[src/design/swmd_pkg.sv]
// shared types and constants for the sliding window median deviation block
`timescale 1ns / 1ps

package swmd_pkg;

    localparam int SAMPLE_BITS = 16;
    localparam int CFG_BITS    = 7;
    localparam int MEDIAN_BITS = 16;
    localparam int COST_BITS   = 22;
    localparam int BEST_BITS   = 23;

    localparam logic [CFG_BITS-1:0]  WL_RESET  = 7'd8;
    localparam logic [BEST_BITS-1:0] BEST_INIT = {BEST_BITS{1'b1}};

    typedef enum logic [2:0] {
        ST_IDLE,
        ST_RANK,
        ST_MEDIAN,
        ST_DEV,
        ST_SUM,
        ST_WRITE
    } t_state;

    typedef struct packed {
        logic shift;
        logic load_rank;
        logic rotate;
        logic count;
        logic load_dev;
    } t_cell_ctrl;

endpackage

[src/design/swmd_cell.sv]
// one window cell: holds a sample, counts its rank and passes a travel word on
`timescale 1ns / 1ps

module swmd_cell #(
    parameter int IDX = 0,
    parameter int KW  = 7
) (
    input  logic                             i_clk,
    input  swmd_pkg::t_cell_ctrl             i_ctrl,
    input  logic [swmd_pkg::SAMPLE_BITS-1:0] i_sample,
    input  logic [swmd_pkg::SAMPLE_BITS-1:0] i_travel,
    input  logic [KW-1:0]                    i_origin,
    input  logic [KW-1:0]                    i_k,
    input  logic [KW-1:0]                    i_target,
    input  logic [swmd_pkg::SAMPLE_BITS-1:0] i_median,
    output logic [swmd_pkg::SAMPLE_BITS-1:0] o_sample,
    output logic [swmd_pkg::SAMPLE_BITS-1:0] o_travel,
    output logic [KW-1:0]                    o_origin,
    output logic [swmd_pkg::SAMPLE_BITS-1:0] o_pick
);
    import swmd_pkg::*;

    logic [SAMPLE_BITS-1:0] r_sample;
    logic [SAMPLE_BITS-1:0] r_travel;
    logic [KW-1:0]          r_origin;
    logic [KW-1:0]          r_rank;

    logic [SAMPLE_BITS-1:0] n_sample;
    logic                   w_in_window;
    logic                   w_below;
    logic [SAMPLE_BITS-1:0] w_dev;

    assign n_sample    = i_ctrl.shift ? i_sample : r_sample;
    assign w_in_window = KW'(IDX) < i_k;
    // stable order: ties broken by position so every rank is distinct
    assign w_below     = (r_travel < r_sample) ||
                         ((r_travel == r_sample) && (r_origin < KW'(IDX)));
    assign w_dev       = (r_sample >= i_median) ? (r_sample - i_median)
                                                : (i_median - r_sample);

    always_ff @(posedge i_clk) begin
        r_sample <= n_sample;
        if (i_ctrl.load_rank) begin
            r_travel <= n_sample;
            r_origin <= KW'(IDX);
            r_rank   <= '0;
        end else if (i_ctrl.load_dev) begin
            r_travel <= w_in_window ? w_dev : '0;
        end else if (i_ctrl.rotate) begin
            r_travel <= i_travel;
            r_origin <= i_origin;
            if (i_ctrl.count && w_below) begin
                r_rank <= r_rank + 1'b1;
            end
        end
    end

    assign o_sample = r_sample;
    assign o_travel = r_travel;
    assign o_origin = r_origin;
    assign o_pick   = (w_in_window && (r_rank == i_target)) ? r_sample : '0;

endmodule

[config.mk]
export PLATFORM = sky130hd
export DESIGN_NAME = swmd_cell
export DESIGN_NICKNAME = d
export VERILOG_FILES = /design/src/design/swmd_pkg.sv /design/src/design/swmd_cell.sv
export SDC_FILE = /design/constraint.sdc
export NUM_CORES = 1
export LEC_CHECK = 0
export BUFFER_PORTS_ARGS = -buffer_cell sky130_fd_sc_hd__buf_2
export CORE_MARGIN = 5
export CORE_UTILIZATION = 56
export DETAILED_ROUTE_END_ITERATION = 12
export PLACE_DENSITY = 0.87
export SLEW_MARGIN = 5
export SYNTH_ARGS = -nofsm -noshare
export SYNTH_HDL_FRONTEND = slang
export SYNTH_SLANG_ARGS = --single-unit
[constraint.sdc]
create_clock -name i_clk -period 4.8 [get_ports i_clk]
set_input_delay 0.72 -clock i_clk [delete_from_list [all_inputs] [get_ports i_clk]]
set_output_delay 0.72 -clock i_clk [all_outputs]
set_load 0.02 [all_outputs]
## Word level (Yosys, flattened, before mapping)

Cells that the tools add are included.

- Multipliers: 0
- Magnitude comparators: 4
- Div/mod/pow operators: 0
- Bitwise operators: 1
- Add/subtract/negate cells: 3
- Mux-type cells: 7
- Equality and inequality tests: 2
- Shifts and indexed selects: 0
- Reduce and logical (&&, ||, !) cells: 7

Operators with widths:

| kind | count |
|---|---|
| $mux W16 | 7 |
| $sub A16 B16 Y16 | 2 |
| $eq A16 B16 Y1 | 1 |
| $ge A16 B16 Y1 | 1 |
| $lt A16 B16 Y1 | 1 |
| $add A7 B1 Y7 const B | 1 |
| $eq A7 B7 Y1 | 1 |
| $lt A1 B7 Y1 const A | 1 |
| $lt A7 B1 Y1 const B | 1 |
| $logic_and A1 B1 Y1 | 3 |
| $reduce_and A3 Y1 | 1 |
| $reduce_bool A3 Y1 | 1 |
| $reduce_and A2 Y1 | 1 |
| $logic_or A1 B1 Y1 | 1 |
| $not A1 Y1 | 1 |

- Bits in latches: 0
- Bits in writable memories: 0
- Register bits after elaboration: 46
- Memories: 0
- Word-level logic and storage cells: 28
- Memory bits (read-only): 0
- Input bits: 75

## Depth between registers and ports, before layout

- Word-level depth: 5
- Mapped depth: 13
- Mapped depth without buffers: 12

## Worst setup path after synthesis

No wires, ideal clock.

- Kind: input-to-reg
- Start point: input i_median[8] (netlist name)
- End point: register r_travel[4], in the netlist o_travel[4], data pin
- Setup slack: 1.739 ns
- Arrival time: 2.793 ns
- Required time: 4.532 ns
- Buffers on the path: 1
- Stages on the path: 11
- Library setup time: 0.268 ns
- Cells stage by stage: inv_1 ha_1 buf_2 nand3_2 nor4_1 nor3_1 a211oi_4 mux2_2 a21oi_1 xor2_1 o21ai_0

- Word-level cells in the longest chain between the ends: 5

RTL lines:

| item | line | source |
|---|---|---|
| from (decl) | swmd_cell.sv:15 | `input logic [swmd_pkg::SAMPLE_BITS-1:0] i_median,` |
| $ge A16 B16 Y1 | swmd_cell.sv:38 | `assign w_dev = (r_sample >= i_median) ? (r_sample - i_median)` |
| $mux W16 | swmd_cell.sv:38 |  |
| $mux W16 | swmd_cell.sv:48 | `r_travel <= w_in_window ? w_dev : '0;` |
| $mux W16 | swmd_cell.sv:47 | `end else if (i_ctrl.load_dev) begin` |
| $mux W16 | swmd_cell.sv:43 | `if (i_ctrl.load_rank) begin` |
| to (signal assigned) | swmd_cell.sv:44 | `r_travel <= n_sample;` |
| to (signal assigned) | swmd_cell.sv:48 |  |
| to (signal assigned) | swmd_cell.sv:50 | `r_travel <= i_travel;` |
| to (decl) | swmd_cell.sv:24 | `logic [SAMPLE_BITS-1:0] r_travel;` |

No other way between the ends.
A chain may end at the register's enable or synchronous reset.

## Worst setup path in the final report

- Start point: input i_median[0] (netlist name)
- End point: register r_travel[11], in the netlist o_travel[11], data pin

- Word-level cells in the longest chain between the ends: 5
- Elaborated cells between the ends (all ways): 7
- Those cells by class: add/sub (2); order compare (1); mux (4)

RTL lines:

| item | line | source |
|---|---|---|
| $sub A16 B16 Y16, or another cell as far along | swmd_cell.sv:39 | `: (i_median - r_sample);` |
| $mux W16 (*) | swmd_cell.sv:38 |  |
| $mux W16 (*) | swmd_cell.sv:48 |  |
| $mux W16 (*) | swmd_cell.sv:47 |  |
| $mux W16 (*) | swmd_cell.sv:43 |  |

Every way passes the cells marked *; elsewhere a longest branch is shown, timed or not.

==> impl_metrics.tcl <==
set metrics [dict create \
    outcome "finished, final reports clean" \
    cts_resized 0 \
    skew_ps 15.02 \
    ys.flop_type "dfxtp_1" \
    max_freq_ghz 0.2933 \
    slew_headroom_pct 22.06 \
    hold_depth 2 \
    power.density_nw_per_um2 277.3 \
    power.leakage_nw 2.321 \
    rows 30 \
    cts_buffer_depth 2 \
    r2r_end "o_travel[11]" \
    yosysWarningCount 0 \
    vdd_drop_max_mv 0.1555 \
    tns_ps 0 \
    worstSetupEndpointType "flip-flop" \
    track_usage_pct 26.29 \
    reg2reg_depth 13 \
    die_area_um2 8798 \
    synthDistinctLibCells 56 \
    power_frac_comb_pct 43.4 \
    startpoint_type "input port" \
    grt-ovfl-total 0 \
    antenna_left 0 \
    clk-insertion-delay-late_ps 320 \
    fin_nets 714 \
    die_w_um 93.80 \
    cts_sinks 46 \
    wl_um 11650 \
    postCtsSetupRepairBufs 0 \
    netlist_area_um2 3933 \
    finalSetupViolations 0 \
    stdcell_count 687 \
    ys_ff_latch 46 \
    hpwlAfterDp_um 8978 \
    p_int_w 0.0007838 \
    first_iter_violations 247 \
    critPathMaxFanout 15 \
    num_vias 3907 \
    crit_type "in -> reg" \
    viasPerCell 5.687 \
    rrSetupSlack_ps 1420 \
    multiInputGateArea_um2 2582 \
    slew_viol_final 0 \
    finalHoldWorstSlack_ps 513.6 \
    wl_per_cell_um 16.95 \
    yosysTopAreaCellShare_pct 15.27 \
    syn_to_final_growth_pct 19.98 \
    synth.area.top_cells "dfxtp_1 15%, ha_1 15%, edfxtp_1 12%" \
    coreArea_um2 6832 \
    initial_utilization_pct 57.56 \
    gp_congestion 0.9248 \
    cp.arrival_ps 3550 \
    syn_inst 472 \
    grt_max_degree 37 \
    diodes 0 \
    synth-edff-count 16 \
    hold_end "o_origin[6]" \
    synth.most_common_cell "ha_1" \
    grt_pass1_wl_um 18710 \
    final_core_util_pct 69.07 \
    numCtsBuffers 5 \
    clkPwrFrac_pct 20.0 \
    synthArstFlopShare_pct 0 \
    die_y_um 93.80 \
    seq_area_um2 1081 \
    antenna_found_initial 0 \
    r2r-start "o_sample[0]" \
    switching_share_pct 40.10 \
    ctsHoldBuffers 0 \
    first_pass_iters 5 \
    port-buffer-count 129 \
    rsz0062_at_grt "false" \
    clk_pin_slew_ps 100 \
    max_cap_violations 0 \
    cts-root-buf "clkbuf_8" \
    worst_hold_path_type "reg -> reg" \
    synth_common_cells "47 x ha_1, 45 x inv_1, 42 x o21ai_0" \
    drive_gt1_share_pct 25.89 \
    p_seq_share_pct 36.5 \
    fillers 586 \
    min_from "o_origin[6]" \
    dp_cells 679 \
    final.period_utilization_pct 71.03 \
    cts_max_level 2 \
    p_sw_w 0.0005247 \
    syn_avg_cell_area_um2 8.332 \
    syn_nets 596 \
    period_needed_ps 3409 \
    io_pins 130 \
    final_hold_viol_count 0 \
    ys_seq_area_share_pct 27.49 \
    cts_tree "done" \
    cp.required_ps 4940 \
    grt_pass1_vias 4005 \
    synth_top_cell_by_area "dfxtp_1" \
    tightest_slew_ps 1163 \
    drcViolationCount 0 \
]
## worst max path at each step
stage,startpoint,cells past startpoint,endpoint
detailed placement,i_median[0],12,o_travel[4]
global route,i_target[2],7,o_pick[1]
global placement,i_median[4],12,o_travel[11]
floorplan,i_median[8],11,o_travel[4]
CTS,i_median[0],12,o_travel[4]
finish,i_median[0],13,o_travel[11]
## flip-flops by register name (all words and copies together), names as in the netlist
name	cells
o_origin	7
r_rank	7
o_sample	16
o_travel	16
## worst max-delay path: stages
cell and delay, ps:
buf_2 110, ha_1 200, inv_1 100, fa_1 210, a21oi_1 100, o22ai_1 340
o31ai_2 160, a211oi_4 710, buf_4 300, nand3_1 100, a31oi_1 200, nor3_1 80
o31ai_2 230
## cell usage in the layout, fill, tap and decap left out, types with 6 or more instances in the layout
cell type    n
mux2i_1     18
nand2_1     33
o21ai_1      6
and2_1      18
edfxtp_1    16
inv_1       45
xor2_1       9
a211oi_1     6
a22oi_1     15
ha_1        47
nor2_1      25
a21oi_1     31
xnor2_1     12
dfxtp_1     30
o21ai_0     42
a21o_1      13
nand3_1      8
nor3_1       8
buf_2      129
a31oi_1      6
## power groups by stage
stage | Clock (W) | Sequential [W] | Combinational [W]
after floorplan | 0 | 0.000530 | 0.000351
after detailed placement | 0 | 0.000486 | 0.000559
after CTS | 0.000261 | 0.000478 | 0.000563
final | 0.000262 | 0.000478 | 0.000568
after global routing | 0.000276 | 0.000484 | 0.000624
after global placement | 0 | 0.000485 | 0.000543
## cell families after synthesis
family                     count (synthesis)  share of synthesized area, %
DFF                                       46                         27.49
xor gates and xnor gates                  21                         4.677
buffers and inverters                     67                         6.968
muxes                                     20                         5.154
AOI/OAI and AO/OA                        145                         23.74
adders and majority gates                 49                         15.97
and+or+nand+nor                          124                         16.00
## metrics by stage
step	total power, W	area [um^2]	setup slack (ps)
after floorplan	0.0008811	3933	1739
after global placement	0.001027	4628	1165
after detailed placement	0.001045	4628	1076
after CTS	0.001302	4718	1430
after global routing	0.001384	4718	1200
final	0.001309	4718	1391
## metal layers
metal	vias to the layer above	wire length (um)	share of wire (%)	global-route usage, %
met4	0	311	2.7	10.59
met2	150	5778	50	44.77
li1	1909	-	-	-
met5	-	0	0	0
met1	1819	4874	42	32.34
met3	29	680	5.8	5.208
## area by class of cell
class                      instances  share of cell area [%]
multi-input combinational        359                   54.73
clock inverter                     3                  0.4508
timing repair buffer             133                   14.32
inverter                          45                   3.580
clock buffer                       5                   1.458
tap                               96                   2.546
sequential                        46                   22.91
(Power assumes the default switching activity.)
